`src/design/suti_pkg.sv`:
```
package suti_pkg;

    localparam int DIM_W   = 13;
    localparam int COORD_W = 32;
    localparam int DIFF_W  = 33;
    localparam int MAG_W   = 29;
    localparam int COMP_W  = 30;
    localparam int SQ_IN_W = 60;
    localparam int ROOT_W  = 30;
    localparam int XY_W    = 32;
    localparam int ANGLE_W = 34;
    localparam int UV_W    = 16;
    localparam int COL_W   = 12;
    localparam int IDX_W   = 24;

    localparam logic [UV_W-1:0] UV_HALF = 16'h8000;
    localparam logic signed [ANGLE_W-1:0] QUARTER_TURN = 34'sd1073741824;

    typedef struct packed {
        logic             zero;
        logic [DIM_W-1:0] w;
        logic [DIM_W-1:0] h;
    } side_t;

    typedef struct packed {
        logic signed [COMP_W-1:0] sx;
        logic signed [COMP_W-1:0] sy;
        logic signed [COMP_W-1:0] sz;
    } dir_t;

    typedef struct packed {
        dir_t  dir;
        side_t side;
    } sq_pay_t;

    typedef struct packed {
        logic [ROOT_W-1:0]        root;
        logic signed [COMP_W-1:0] sy;
        side_t                    side;
    } lon_pay_t;

    typedef struct packed {
        logic signed [ANGLE_W-1:0] lon;
        side_t                     side;
    } lat_pay_t;

    // Angle of atan(2^-i) in units of 2^32 per full turn.
    function automatic logic [ANGLE_W-1:0] atan_turn(input int i);
        logic [ANGLE_W-1:0] a;
        case (i)
            0:       a = 34'd536870912;
            1:       a = 34'd316933406;
            2:       a = 34'd167458907;
            3:       a = 34'd85004756;
            4:       a = 34'd42667331;
            5:       a = 34'd21354465;
            6:       a = 34'd10679838;
            7:       a = 34'd5340245;
            8:       a = 34'd2670163;
            9:       a = 34'd1335087;
            10:      a = 34'd667544;
            11:      a = 34'd333772;
            12:      a = 34'd166886;
            13:      a = 34'd83443;
            14:      a = 34'd41722;
            15:      a = 34'd20861;
            16:      a = 34'd10430;
            17:      a = 34'd5215;
            18:      a = 34'd2608;
            19:      a = 34'd1304;
            20:      a = 34'd652;
            21:      a = 34'd326;
            22:      a = 34'd163;
            23:      a = 34'd81;
            default: a = '0;
        endcase
        return a;
    endfunction

endpackage

```
`src/design/suti_back.sv`:
```
module suti_back
    import suti_pkg::*;
(
    input  logic                      clk,
    input  logic                      rst_n,
    input  logic                      advance,
    input  logic                      in_valid,
    input  logic signed [ANGLE_W-1:0] lon,
    input  logic signed [ANGLE_W-1:0] lat,
    input  side_t                     side,
    output logic                      out_valid,
    output logic [IDX_W-1:0]          out_index,
    output logic [UV_W-1:0]           out_u,
    output logic [UV_W-1:0]           out_v
);

    localparam logic signed [ANGLE_W-1:0] LON_RND = 34'sd32768;
    localparam logic signed [ANGLE_W-1:0] LAT_RND = 34'sd16384;
    localparam logic signed [ANGLE_W-1:0] HALF_S  = 34'sd32768;
    localparam logic signed [ANGLE_W-1:0] SAT_MAX = 34'sd65535;

    function automatic logic [UV_W-1:0] sat16(input logic signed [ANGLE_W-1:0] a);
        logic [UV_W-1:0] r;
        if (a < 0)
            r = '0;
        else if (a > SAT_MAX)
            r = '1;
        else
            r = a[UV_W-1:0];
        return r;
    endfunction

    logic [2:0] vld_reg;
    logic [UV_W-1:0] u1_reg, v1_reg, u2_reg, v2_reg, u3_reg, v3_reg;
    logic [DIM_W-1:0] w1_reg, h1_reg, w2_reg, h2_reg;
    logic zero1_reg;
    logic [COL_W-1:0] col2_reg, row2_reg;
    logic [IDX_W-1:0] idx3_reg;

    logic signed [ANGLE_W-1:0] fu, fv;
    logic [UV_W-1:0] u_next, v_next;
    logic [UV_W+DIM_W-1:0] cp, rp;
    logic [DIM_W-1:0] wm1, hm1;
    logic [COL_W-1:0] col_next, row_next;
    logic [COL_W+DIM_W-1:0] idx_full;

    always_comb
    begin
        fu = (lon + LON_RND) >>> 16;
        fv = (lat + LAT_RND) >>> 15;
        if (side.zero)
        begin
            u_next = UV_HALF;
            v_next = UV_HALF;
        end
        else
        begin
            u_next = sat16(HALF_S - fu);
            v_next = sat16(HALF_S - fv);
        end
    end

    // Scale to texel units, then clamp the edge case of a coordinate of one.
    always_comb
    begin
        cp  = u1_reg * w1_reg;
        rp  = v1_reg * h1_reg;
        wm1 = w1_reg - DIM_W'(1);
        hm1 = h1_reg - DIM_W'(1);
        col_next = cp[UV_W+COL_W-1:UV_W];
        row_next = rp[UV_W+COL_W-1:UV_W];
        if ({1'b0, col_next} > wm1)
            col_next = wm1[COL_W-1:0];
        if ({1'b0, row_next} > hm1)
            row_next = hm1[COL_W-1:0];
    end

    assign idx_full = row2_reg * w2_reg + (COL_W+DIM_W)'(col2_reg);

    always_ff @(posedge clk or negedge rst_n)
    begin
        if (!rst_n)
            vld_reg <= '0;
        else if (advance)
            vld_reg <= {vld_reg[1:0], in_valid};
    end

    always_ff @(posedge clk)
    begin
        if (advance)
        begin
            u1_reg    <= u_next;
            v1_reg    <= v_next;
            w1_reg    <= side.w;
            h1_reg    <= side.h;
            zero1_reg <= side.zero;

            u2_reg   <= u1_reg;
            v2_reg   <= v1_reg;
            w2_reg   <= w1_reg;
            h2_reg   <= h1_reg;
            col2_reg <= col_next;
            row2_reg <= row_next;

            u3_reg   <= u2_reg;
            v3_reg   <= v2_reg;
            idx3_reg <= idx_full[IDX_W-1:0];
        end
    end

    assign out_valid = vld_reg[2];
    assign out_index = idx3_reg;
    assign out_u     = u3_reg;
    assign out_v     = v3_reg;

    assert property (@(posedge clk) disable iff (!rst_n)
        vld_reg[1] |-> ({1'b0, col2_reg} < w2_reg))
        else $error("column index beyond texture width");

    assert property (@(posedge clk) disable iff (!rst_n)
        vld_reg[1] |-> ({1'b0, row2_reg} < h2_reg))
        else $error("row index beyond texture height");

    assert property (@(posedge clk) disable iff (!rst_n)
        vld_reg[0] && zero1_reg |-> (u1_reg == UV_HALF) && (v1_reg == UV_HALF))
        else $error("degenerate direction did not map to the texture center");

endmodule

```
`config.mk`:
```
export PLATFORM = sky130hd
export DESIGN_NAME = suti_back
export DESIGN_NICKNAME = d
export VERILOG_FILES = /design/src/design/suti_pkg.sv /design/src/design/suti_back.sv
export SDC_FILE = /design/constraint.sdc
export NUM_CORES = 1
export LEC_CHECK = 0
export BUFFER_PORTS_ARGS = -buffer_cell sky130_fd_sc_hd__buf_2
export CAP_MARGIN = 10
export CELL_PAD_IN_SITES_DETAIL_PLACEMENT = 1
export CELL_PAD_IN_SITES_GLOBAL_PLACEMENT = 1
export CORE_MARGIN = 8
export CORE_UTILIZATION = 40
export DETAILED_ROUTE_END_ITERATION = 7
export PLACE_DENSITY_LB_ADDON = 0.1
export SLEW_MARGIN = 20
export SYNTH_ARGS = -nofsm -noshare
export SYNTH_HDL_FRONTEND = slang
export SYNTH_SLANG_ARGS = --single-unit
```
`constraint.sdc`:
```
create_clock -name clk -period 9.9 [get_ports clk]
set_clock_uncertainty 0.05 [all_clocks]
set_input_delay 0.99 -clock clk [delete_from_list [all_inputs] [get_ports clk]]
set_output_delay 0.99 -clock clk [all_outputs]
set_load 0.02 [all_outputs]
```
-- Yosys cells after proc, flatten, opt, wreduce, memory -nomap -nowiden
Cells that the tools add are included.
- add/subtract/negate cells: 7
- $mul: 3
- order comparisons: 6
- multiplexer cells: 6
- reduce and logical (&&, ||, !) cells: 2
- operator list (kind ; count):
    $mux W16 ; 4
    $mul A16 B13 Y28 ; 2
    $add A34 B16 Y34 const B ; 1
    $add A34 B17 Y34 const B ; 1
    $gt A12 B13 Y1 ; 2
    $sub A13 B1 Y13 const B ; 2
    $add A24 B12 Y24 ; 1
    $mul A12 B13 Y24 ; 1
    $mux W12 ; 2
    $gt A20 B17 Y1 const B ; 1
    $lt A20 B1 Y1 const B ; 1
    $sub A17 B19 Y20 const A ; 1
    $gt A19 B17 Y1 const B ; 1
    $lt A19 B1 Y1 const B ; 1
    $sub A17 B18 Y19 const A ; 1
    $reduce_or A2 Y1 ; 2
- bits in registers: 186
- input port bits: 99
- output and inout port bits: 57
- logic and storage cells: 39

-- Depth between registers and ports, before layout
- depth after elaboration: 5
- depth in mapped cells: 32
- gate-level depth less buffers: 28

-- Least setup slack after synthesis
No wires, ideal clock.
- path type: register to register
- from: reg h1_reg[6]
- to: reg row2_reg[0], data pin
- arrival time: 7.165 ns
- setup slack: 2.407 ns
- cell stages (with the launch flop): 30
- buffers on the path: 4
- period minus slack after synthesis: 7.493 ns
- cell sequence: edfxtp_1 -> clkbuf_1 -> buf_1 -> nand2_1 -> fa_1 -> fa_1 -> inv_1 -> fa_1 -> fa_1 -> inv_1 -> fa_1 -> inv_1 -> ha_1 -> o211ai_1 -> a211oi_1 -> nand4_1 -> a31oi_1 -> nor2_1 -> o21bai_1 -> xnor2_1 -> inv_1 -> ha_1 -> and4_1 -> a2111oi_0 -> o211ai_1 -> a31oi_1 -> or3_1 -> clkbuf_1 -> buf_1 -> mux2i_1
- longest elaborated chain between the ends: 3
- elaborated cells on any way between the ends: 4
- ends and longest elaborated chain (item ; RTL line ; RTL):
    start: declaration ; suti_back.sv:35 ; logic [DIM_W-1:0] w1_reg, h1_reg, w2_reg, h2_reg;
    start signal: assignment ; suti_back.sv:95 ; h1_reg <= side.h;
    $mul A16 B13 Y28 or $sub A13 B1 Y13 (tied branches) ; suti_back.sv:67, suti_back.sv:69 ;
    $gt A12 B13 Y1 ; suti_back.sv:74 ; if ({1'b0, row_next} > hm1)
    $mux W12 (*) ; suti_back.sv:74 ;
    net row_next[0] ; suti_back.sv:44 ; logic [COL_W-1:0] col_next, row_next;
    end signal: assignment ; suti_back.sv:103 ; row2_reg <= row_next;
    end: declaration ; suti_back.sv:37 ; logic [COL_W-1:0] col2_reg, row2_reg;
Mark *: on every way through the listed nets, which the timed path passes. The rest lies on a longest branch.
A chain may end at the register's enable or synchronous reset.

-- Worst setup path after layout
- from: reg h1_reg[6]
- to: reg row2_reg[1], data pin
Same word-level chain as after synthesis.

==> results.cfg <==
[worst_setup_path]
cp.arrival_ns = 8.61
cpPeakStageDelay_ns = 0.97
critPathLaunchType = flip-flop
cp-startpoint = h1_reg[6]
required_ns = 10.08
endpoint_kind = flip-flop
crit_top_cell = fa_1
critPathSlowestCell = edfxtp_1
crit_type = reg -> reg
rr_worst_depth = 25
path_max_fanout = 21
r2r-end = row2_reg[1]
r2r-start = h1_reg[6]
r2r_slack_ns = 1.47
crit_end = row2_reg[1]

[worst_hold_path]
min_path_type = in -> async

[layout]
largest_reg_flops = 24
areaGrowthSynthToFinish_pct = 7.246
design_area_sq_um = 28800
seqCellArea_sq_um = 5570
multiInputGateArea_sq_um = 18670
nets = 3568
antennaDiodeCount = 0
layout_commonest_cell = inv_1
final_cell_mix = inv_1 (562), fa_1 (424), nand2_1 (378)
fillers = 7677
drive_gt1_frac = 0.07651

[detailed_routing]
drt_iter0_drc = 685
ant_nets = 0
via_per_inst = 5.075
via_count = 18757
wl_microns = 69000
wire_per_inst_microns = 18.67
drc_errors = 0
drt_first_pass_iters = 4

[grt]
grt_pass1_vias = 21646
grt_pass1_wl_microns = 113900
antenna_found_initial = 0
grt_start_max_net_pins = 76
overflow = 0
grt_usage = 0.1900

[logic_synthesis]
yosysSeqAreaShare = 0.2075
synth_top_area_share = 0.3161
ys_types = 76
synth_enable_flop_cells = 183
yosysTopAreaCell = fa_1
synthArstFlopShare = 0.01613
syn_inst = 2777
ys.warnings.count = 0
avgSynthCellArea_sq_um = 9.669
ys_ff_latch = 186
netlist_area_sq_um = 26850
synth_ff_type = edfxtp_1
synth.area.top_cells = fa_1 (32%), edfxtp_1 (20%), ha_1 (11%)
syn_nets = 3534

[placement]
post_dp_cell_area_sq_um = 28180
place.port_buffers = 126
dpl.hpwl_microns = 55040
routabilityCongestion = 0.8237

[timing]
maxSlewHeadroom = 0.3622
setup_viol = 0
period_needed_ns = 8.430
hold_slack_ns = 0.2276
post-route-period-util = 0.8515
clock.fmax_ghz = 0.1186
slew_violations = 0
setup_tns_ns = 0
tightest_slew_ns = 0.9567
rsz0062_at_grt = false
hold_viol = 0

[die]
start_util = 0.4019
fp.dieW_microns = 275.1
fp.dieH_microns = 275.1
num_rows = 95
core-area_sq_um = 66800
die-area_sq_um = 75670
num_io_pins = 156

[clock_tree]
htree_levels = 4
cts_tree = done
clkSlewWorstSetupHoldPaths_ns = 0.08
cts-root-buf = clkbuf_16
cts_sinks = 186
clock_latency_ns = 0.50
cts_resized = 0
numCtsBuffers = 17
clk_path_buf_depth = 2
post-cts-setup-buffer-count = 0
cts_hold_buffers = 0

[flow_run]
drv_cap = 0

[run_status]
status = finished, final reports clean
[Yosys cell counts, types with 8 or more instances]
master and number:
nand3_1 31, xnor2_1 81, and2_1 261, clkbuf_1 110, or3_1 12, inv_1 562, xor2_1 44, a21oi_1 50
o21a_1 10, fa_1 424, nand2_1 378, a21o_1 25, nand4_1 18, mux2i_1 16, o21ai_0 46, nand2b_1 8
nor2_1 59, edfxtp_1 183, o211ai_1 10, ha_1 234, nor2b_1 10, and3_1 16, a211oi_1 11, nor3_1 30
a31oi_1 12, nor4_1 12, o21ai_2 17
[layout make-up]
type,instances,area share
multi-input combinational,1905,0.6485
sequential,186,0.1934
tap,873,0.03793
timing repair buffer,139,0.02559
clock inverter,13,0.006387
inverter,562,0.07326
clock buffer,18,0.01490
[critical path: cells and delay by family, from the launching register on]
family | cells | cell delay [ns]
fa+ha+maj | 7 | 3.33
compound gates | 6 | 1.57
simple gates | 6 | 1.42
flops | 1 | 0.97
mux | 1 | 0.42
buf+inv | 4 | 0.23
xor+xnor | 1 | 0.16
[worst min path at each step]
stage / from / end
floorplan: u2_reg[0] / out_u[0]
global placement: u2_reg[0] / out_u[0]
detailed placement: v2_reg[3] / out_v[3]
CTS: rst_n / vld_reg[2]
global route: rst_n / vld_reg[2]
finish: rst_n / vld_reg[2]
[per-stage QoR]
step                std cells    util  setup slack (ns)
floorplan                2777       -             2.407
global placement         3665  0.4219             1.560
detailed placement       3665  0.4219             1.446
CTS                      3696  0.4311             1.423
global route             3696  0.4311            0.8907
finish                   3696  0.4311             1.470
[routing by layer]
layer / vias up / routed length, microns / track usage
met3: 67 / 1258 / 0.02172
li1: 8725 / - / -
met2: 189 / 35610 / 0.3482
met5: - / 0 / 0
met4: 0 / 1504 / 0.05518
met1: 9776 / 30630 / 0.2330
[logic make-up after synthesis]
| group | Yosys count | share of synthesized area |
|---|---|---|
| multiplexers | 21 | 0.008061 |
| AO/OA/AOI/OAI | 231 | 0.05815 |
| flip-flops | 186 | 0.2075 |
| AND/OR/NAND/NOR | 870 | 0.1633 |
| adder cells (fa/ha/maj) | 658 | 0.4252 |
| XOR/XNOR | 125 | 0.04077 |
| buffers and inverters | 686 | 0.09706 |
Power is not shown: default switching activity piles up to over one toggle a cycle in this logic, so the estimate is an artifact.
