<file path="config.mk">
export PLATFORM = sky130hd
export DESIGN_NAME = suti_isqrt
export DESIGN_NICKNAME = d
export VERILOG_FILES = /design/src/design/suti_pkg.sv /design/src/design/suti_isqrt.sv
export SDC_FILE = /design/constraint.sdc
export NUM_CORES = 2
export LEC_CHECK = 0
export CORE_MARGIN = 2
export CORE_UTILIZATION = 45
export DETAILED_ROUTE_END_ITERATION = 8
export DONT_BUFFER_PORTS = 1
export MAX_ROUTING_LAYER = met4
export PLACE_DENSITY_LB_ADDON = 0.3
export SKIP_LAST_GASP = 1
export SYNTH_ARGS = -nofsm -noshare
export SYNTH_HDL_FRONTEND = slang
export SYNTH_SLANG_ARGS = --single-unit
</file>
<file path="constraint.sdc">
create_clock -name clk -period 4.1 [get_ports clk]
set_input_delay 0.615 -clock clk [delete_from_list [all_inputs] [get_ports clk]]
set_output_delay 0.615 -clock clk [all_outputs]
set_load 0.005 [all_outputs]
</file>
<file path="src/design/suti_pkg.sv">
package suti_pkg;

    localparam int DIM_W   = 13;
    localparam int COORD_W = 32;
    localparam int DIFF_W  = 33;
    localparam int MAG_W   = 29;
    localparam int COMP_W  = 30;
    localparam int SQ_IN_W = 60;
    localparam int ROOT_W  = 30;
    localparam int XY_W    = 32;
    localparam int ANGLE_W = 34;
    localparam int UV_W    = 16;
    localparam int COL_W   = 12;
    localparam int IDX_W   = 24;

    localparam logic [UV_W-1:0] UV_HALF = 16'h8000;
    localparam logic signed [ANGLE_W-1:0] QUARTER_TURN = 34'sd1073741824;

    typedef struct packed {
        logic             zero;
        logic [DIM_W-1:0] w;
        logic [DIM_W-1:0] h;
    } side_t;

    typedef struct packed {
        logic signed [COMP_W-1:0] sx;
        logic signed [COMP_W-1:0] sy;
        logic signed [COMP_W-1:0] sz;
    } dir_t;

    typedef struct packed {
        dir_t  dir;
        side_t side;
    } sq_pay_t;

    typedef struct packed {
        logic [ROOT_W-1:0]        root;
        logic signed [COMP_W-1:0] sy;
        side_t                    side;
    } lon_pay_t;

    typedef struct packed {
        logic signed [ANGLE_W-1:0] lon;
        side_t                     side;
    } lat_pay_t;

    // Angle of atan(2^-i) in units of 2^32 per full turn.
    function automatic logic [ANGLE_W-1:0] atan_turn(input int i);
        logic [ANGLE_W-1:0] a;
        case (i)
            0:       a = 34'd536870912;
            1:       a = 34'd316933406;
            2:       a = 34'd167458907;
            3:       a = 34'd85004756;
            4:       a = 34'd42667331;
            5:       a = 34'd21354465;
            6:       a = 34'd10679838;
            7:       a = 34'd5340245;
            8:       a = 34'd2670163;
            9:       a = 34'd1335087;
            10:      a = 34'd667544;
            11:      a = 34'd333772;
            12:      a = 34'd166886;
            13:      a = 34'd83443;
            14:      a = 34'd41722;
            15:      a = 34'd20861;
            16:      a = 34'd10430;
            17:      a = 34'd5215;
            18:      a = 34'd2608;
            19:      a = 34'd1304;
            20:      a = 34'd652;
            21:      a = 34'd326;
            22:      a = 34'd163;
            23:      a = 34'd81;
            default: a = '0;
        endcase
        return a;
    endfunction

endpackage

</file>
<file path="src/design/suti_isqrt.sv">
module suti_isqrt
    import suti_pkg::*;
#(
    parameter int PW = 1
)
(
    input  logic               clk,
    input  logic               rst_n,
    input  logic               advance,
    input  logic               in_valid,
    input  logic [SQ_IN_W-1:0] in_n,
    input  logic [PW-1:0]      in_pay,
    output logic               out_valid,
    output logic [ROOT_W-1:0]  out_root,
    output logic [PW-1:0]      out_pay
);

    localparam int REM_W = ROOT_W + 3;

    logic [SQ_IN_W-1:0] n_reg    [0:ROOT_W];
    logic [REM_W-1:0]   rem_reg  [0:ROOT_W];
    logic [ROOT_W-1:0]  root_reg [0:ROOT_W];
    logic [PW-1:0]      pay_reg  [0:ROOT_W];
    logic [ROOT_W:1]    vld_reg;

    assign n_reg[0]    = in_n;
    assign rem_reg[0]  = '0;
    assign root_reg[0] = '0;
    assign pay_reg[0]  = in_pay;

    always_ff @(posedge clk or negedge rst_n)
    begin
        if (!rst_n)
            vld_reg <= '0;
        else if (advance)
            vld_reg <= {vld_reg[ROOT_W-1:1], in_valid};
    end

    // One result bit per stage, two radicand bits brought in from the top.
    for (genvar k = 0; k < ROOT_W; k++)
    begin : g_bit
        logic [REM_W-1:0]  rem_sh, trial, rem_next;
        logic [ROOT_W-1:0] root_next;

        always_comb
        begin
            rem_sh = {rem_reg[k][REM_W-3:0], n_reg[k][SQ_IN_W-1 -: 2]};
            trial  = REM_W'({root_reg[k], 2'b01});
            if (rem_sh >= trial)
            begin
                rem_next  = rem_sh - trial;
                root_next = {root_reg[k][ROOT_W-2:0], 1'b1};
            end
            else
            begin
                rem_next  = rem_sh;
                root_next = {root_reg[k][ROOT_W-2:0], 1'b0};
            end
        end

        always_ff @(posedge clk)
        begin
            if (advance)
            begin
                n_reg[k+1]    <= {n_reg[k][SQ_IN_W-3:0], 2'b00};
                rem_reg[k+1]  <= rem_next;
                root_reg[k+1] <= root_next;
                pay_reg[k+1]  <= pay_reg[k];
            end
        end
    end

    assign out_valid = vld_reg[ROOT_W];
    assign out_root  = root_reg[ROOT_W];
    assign out_pay   = pay_reg[ROOT_W];

endmodule

</file>
Yosys cells after proc, flatten, opt, wreduce, memory -nomap -nowiden --
Cells that the tools add are included.
Operators by class: $add $sub $neg 29, mux-type cells 59, $lt $le $gt $ge 30
Operators with widths (count):
- 31-bit two-way mux | 28
- 33-bit by 10-bit >= comparator with 1-bit output | 1
- 33-bit by 11-bit >= comparator with 1-bit output | 1
- 33-bit by 12-bit >= comparator with 1-bit output | 1
- 33-bit by 13-bit >= comparator with 1-bit output | 1
- 33-bit by 14-bit >= comparator with 1-bit output | 1
- 33-bit by 15-bit >= comparator with 1-bit output | 1
- 33-bit by 16-bit >= comparator with 1-bit output | 1
- 33-bit by 17-bit >= comparator with 1-bit output | 1
- 33-bit by 18-bit >= comparator with 1-bit output | 1
- 33-bit by 19-bit >= comparator with 1-bit output | 1
- 33-bit by 20-bit >= comparator with 1-bit output | 1
- 33-bit by 21-bit >= comparator with 1-bit output | 1
- 33-bit by 22-bit >= comparator with 1-bit output | 1
- 33-bit by 23-bit >= comparator with 1-bit output | 1
- 33-bit by 24-bit >= comparator with 1-bit output | 1
- 33-bit by 25-bit >= comparator with 1-bit output | 1
- 33-bit by 26-bit >= comparator with 1-bit output | 1
- 33-bit by 27-bit >= comparator with 1-bit output | 1
- 33-bit by 28-bit >= comparator with 1-bit output | 1
- 33-bit by 29-bit >= comparator with 1-bit output | 1
- 33-bit by 3-bit >= comparator with 1-bit output | 1
- 33-bit by 30-bit >= comparator with 1-bit output | 1
- 33-bit by 31-bit >= comparator with 1-bit output | 1
- 38 further kinds | 67
Word-level totals: input bits 65, output and inout port bits 32, word-level logic and storage cells 238, flip-flop bits (word level) 2266

Depth between registers and ports, before layout --
depth after elaboration 2, mapped depth 14, mapped depth without buffers 12

Least setup slack after synthesis --
OpenSTA, ideal clock, no wires.
path type reg2reg, start point reg rem_reg, in the netlist g_bit[3].rem_sh[18], end point reg rem_reg, in the netlist g_bit[4].rem_sh[28], data pin, path buffers 3, cell stages (with the launch flop) 13, data arrival time 3385 ps, setup slack 444 ps, required time 3829 ps, period minus slack after synthesis 3656 ps, setup time 271 ps, cell sequence edfxtp_1 > or4_1 > or4_1 > buf_2 > or3_1 > or4_4 > nor4b_4 > or4_1 > buf_6 > or2_1 > buf_6 > nor4_1 > xor2_1
On the way: cells in the longest elaborated chain, start to end 2, elaborated cells between the ends (all ways) 3, those cells by class add/sub (1); order compare (1); mux (1)
RTL lines:
- from (decl) | line suti_isqrt.sv:21 | logic [REM_W-1:0] rem_reg [0:ROOT_W];
- from (signal, indexed assignment) | line suti_isqrt.sv:66 | rem_reg[k+1] <= rem_next;
- 31-bit by 5-bit subtractor with 31-bit output or 33-bit by 5-bit >= comparator with 1-bit output (tied branches) | line suti_isqrt.sv:51, suti_isqrt.sv:49
- 31-bit two-way mux * | line suti_isqrt.sv:49 | if (rem_sh >= trial)
- net g_bit[3].rem_next[26] | line suti_isqrt.sv:42 | logic [REM_W-1:0] rem_sh, trial, rem_next;
Mark *: on every way through the listed nets, which the timed path passes. The rest lies on a longest branch. A chain may end at the register's enable or synchronous reset.

Worst setup path after layout --
start point reg root_reg, in the netlist g_bit[17].trial[2], end point reg rem_reg, in the netlist g_bit[18].rem_sh[29], data pin
On the way: cells in the longest elaborated chain, start to end 2, elaborated cells between the ends (all ways) 3, those cells by class add/sub (1); order compare (1); mux (1)
RTL lines:
- from (decl) | line suti_isqrt.sv:22 | logic [ROOT_W-1:0] root_reg [0:ROOT_W];
- from (signal, indexed assignment) | line suti_isqrt.sv:67 | root_reg[k+1] <= root_next;
- 31-bit by 19-bit subtractor with 31-bit output or 33-bit by 19-bit >= comparator with 1-bit output (tied branches) | line suti_isqrt.sv:51, suti_isqrt.sv:49
- 31-bit two-way mux * | line suti_isqrt.sv:49
- net g_bit[17].rem_next[27] | line suti_isqrt.sv:42
Marks and branches as above.

==> impl_metrics.sql <==
INSERT INTO impl_metrics (metric_group, metric, value, unit) VALUES
('power_and_ir_drop', 'share_clk_of_total_power', '32.7', '%'),
('power_and_ir_drop', 'sw_share', '28.1', '%'),
('synthesis', 'share_of_the_synthesized_area_in_compound_gates_ao_oa_aoi_oai', '9.54', '%'),
('floorplan', 'io-pin-count', '97', ''),
('sta', 'timing.final.setup_violations', '0', ''),
('power_and_ir_drop', 'p_comb_share', '19.8', '%'),
('synthesis', 'synth_simple_gate_area_share', '9.85', '%'),
('clocking', 'max-clock-path-buffers', '3', ''),
('power_and_ir_drop', 'vdd_ir_drop_max', '0.000459', 'V'),
('synthesis', 'synth_enable_flop_cells', '2220', ''),
('clocking', 'clkSinkCount', '2250', ''),
('global_routing', 'number_of_global_route_vias_before_repair', '60900', ''),
('synthesis', 'synth.distinct_cells', '78', ''),
('worst_setup_path', 'end_kind', 'register', ''),
('global_routing', 'grt_max_degree', '119', ''),
('placement', 'gpl.final_weighted_congestion', '0.921', ''),
('cells_and_area', 'finish.net_count', '8882', ''),
('routing', 'remaining_drc_errors', '0', ''),
('flow_run', 'max_cap_violations', '0', ''),
('hold_path', 'hold_removal_path_class', 'in -> async', ''),
('cells_and_area', 'filler_cell_count', '19500', ''),
('sta', 'worst_pin_slew', '1.38', 'ns'),
('run_status', 'run_status', 'completed', ''),
('routing', 'initialDrtViolationCount', '4628', ''),
('global_routing', 'grt_remaining_overflow', '0', ''),
('synthesis', 'synth.ff_latch_count', '2250', ''),
('global_routing', 'grt_first_pass_wirelength', '327000', 'microns'),
('synthesis', 'synth-warning-count', '0', ''),
('worst_setup_path', 'criticalPathCategory', 'reg -> reg', ''),
('worst_setup_path', 'reg2reg_from', 'g_bit[17].trial[2]', ''),
('synthesis', 'sequential_fraction_of_the_synthesis_area', '64.7', '%'),
('synthesis', 'synthesis.area', '104000', 'sq um'),
('synthesis', 'syn-mean-instance-area', '13.0', 'sq um'),
('placement', 'placedCellCount', '11000', ''),
('sta', 'hold_viol', '0', ''),
('power_and_ir_drop', 'cellInternalPower', '46.9', 'mW'),
('routing', 'routed_via_density', '5.38', ''),
('worst_setup_path', 'startpoint_type', 'register', ''),
('global_routing', 'grt_use_total', '17.7', '%'),
('cells_and_area', 'most_frequent_cells_in_the_layout', 'edfxtp_1, inv_1, nor2_1', ''),
('synthesis', 'muxShareOfSynthArea', '1.21', '%'),
('clocking', 'worstSkewPairLatency', '0.87', 'ns'),
('floorplan', 'row_count', '176', ''),
('synthesis', 'mappedNetlistNets', '8599', ''),
('worst_setup_path', 'critical_path_peak_fanout', '14', ''),
('sta', 'setup_total_negative_slack', '0', 'ns'),
('clocking', 'ctsHtreeMaxLevel', '4', ''),
('sta', 'final-max-slew-violation-count', '0', ''),
('power_and_ir_drop', 'seq_power_share', '47.4', '%'),
('power_and_ir_drop', 'p_per_area', '555', 'nW/um^2'),
('global_routing', 'grt_antenna_before_repair', '2', ''),
('cells_and_area', 'mostFrequentLayoutCell', 'edfxtp_1', ''),
('worst_setup_path', 'critical_path_required', '4.69', 'ns'),
('worst_setup_path', 'cp.arrival', '4.55', 'ns'),
('sta', 'fmax', '253', 'MHz'),
('cells_and_area', 'final_layout_size_suffix_gt1_share', '7.86', '%'),
('synthesis', 'synth_adder_area_share', '5.96', '%'),
('synthesis', 'dominant_combinational_cell_family_by_area_after_synthesis', 'simple AND/OR/NAND/NOR gates', ''),
('sta', 'finalCriticalPeriod', '3.96', 'ns'),
('sta', 'layout_worst_path_cycle_share', '96.6', '%'),
('floorplan', 'start_util', '45.3', '%'),
('placement', 'total_of_buffers_placed_on_input_and_output_ports', '0', ''),
('worst_setup_path', 'worstSetupStartpoint', 'g_bit[17].trial[2]', ''),
('sta', 'finClkSkew', '0.0693', 'ns'),
('power_and_ir_drop', 'switching_power', '18.3', 'mW'),
('clocking', 'clk_pin_slew', '0.06', 'ns'),
('placement', 'hpwlAfterDp', '149000', 'microns'),
('floorplan', 'fp.dieArea', '235000', 'sq um'),
('routing', 'per_cell_routed_wire_length', '17.9', 'microns'),
('cells_and_area', 'final_cell_count_no_fill', '11600', ''),
('routing', 'via_count', '62200', '');
metrics by stage:
| step | setup slack (ns) | hold slack (ns) | cell area (sq um) | power, mW | util (%) |
|---|---|---|---|---|---|
| final | 0.141 | 0.192 | 117000 | 65.1 | 51.0 |
| after global routing | 0.00127 | 0.152 | 117000 | 68.5 | 51.0 |
| after CTS | 0.138 | 0.104 | 117000 | 65.8 | 51.0 |
| after detailed placement | 0.174 | 0.320 | 109000 | 44.1 | 47.3 |
| after global placement | 0.370 | 0.320 | 109000 | 43.9 | 47.3 |
| after floorplan | 0.444 | 0.319 | 104000 | 39.9 | - |
layer usage:
layer  GRT usage [%]  wire length (microns)
met5               -                      0
met4            5.16                   5740
met3            2.55                   8480
met2            30.2                 104000
met1            22.0                  88800
critical path: stages (launching register included):
cell and delay (ns):
edfxtp_1 0.42, inv_1 0.07, ha_1 0.34, o21a_1 0.16
o21ai_0 0.16, a21o_1 0.29, a211oi_1 0.40, o21ai_0 0.30
o31a_1 0.35, buf_4 0.20, a2111oi_0 0.55, buf_4 0.23
nand3_1 0.09, xnor2_1 0.14
cell families (layout without fill, tap and decap cells):
logic type      count (synthesis)  in the layout
mux                           113            113
buf+inv                       818           1304
simple gates                 2073           2073
fa+ha+maj                     496            496
compound gates               1601           1601
other cells                     1              2
xor+xnor                      686            686
flops                        2250           2250
synthesized netlist by cell type (37+ instances only):
master / n / share of area (%)
nand3_1: 137 / 0.66
or4_1: 47 / 0.34
xnor2_1: 362 / 3.0
o211ai_1: 37 / 0.27
ha_1: 496 / 6.0
mux2_2: 102 / 1.1
inv_1: 651 / 2.3
nor2_1: 558 / 2.0
a31oi_1: 37 / 0.22
nor2b_1: 65 / 0.39
a21o_1: 210 / 1.5
xor2_1: 324 / 2.7
o21ai_0: 361 / 1.7
nand2_1: 489 / 1.8
nor4_1: 88 / 0.53
a21oi_1: 539 / 2.6
o21a_1: 87 / 0.63
a211oi_1: 46 / 0.33
edfxtp_1: 2220 / 64
clkbuf_1: 150 / 0.54
nand2b_1: 88 / 0.53
nand4_1: 92 / 0.55
o21bai_1: 42 / 0.30
and3_1: 48 / 0.29
nor3_1: 200 / 0.96
or3_1: 83 / 0.50
o31ai_1: 50 / 0.36
timing repair:
| action | CTS | global route |
|---|---|---|
| resized for setup | 0 | 1 |
| setup buffers | 0 | 0 |
| hold buffers | 65 | 0 |
| endpoints found under the hold margin | 93 | 0 |
| setup endpoints to repair | 0 | 1 |
power by group through the flow:
stage	combinational [mW]	sequential [mW]	clock, mW
CTS	12.9	31.0	22.0
global placement	12.5	31.4	0
finish	12.9	30.9	21.3
floorplan	9.43	30.5	0
global route	14.4	31.2	22.8
detailed placement	12.7	31.4	0
final timing paths:
path | end | slack, ns | cells past startpoint
min reg2reg | n_reg[1711] | 0.39 | 0
min in group clk | n_reg[1772] | 0.19 | 1
max | g_bit[18].rem_sh[29] | 0.14 | 13
min | vld_reg[18] | 0.19 | 2
max in group asynchronous | vld_reg[6] | 3.74 | 2
max reg2reg | g_bit[18].rem_sh[29] | 0.14 | 13
area by class of cell:
type | count | area [sq um] | area share [%]
clock inverter | 166 | 1830 | 1.56
timing repair buffer | 211 | 2150 | 1.83
inverter | 655 | 2460 | 2.09
tap | 3026 | 3790 | 3.22
antenna | 1 | 2.50 | 0.00213
sequential | 2250 | 67400 | 57.4
multi-input combinational | 4970 | 33800 | 28.7
clock buffer | 272 | 6030 | 5.13
No activity file was read; power rests on OpenSTA's default activity.
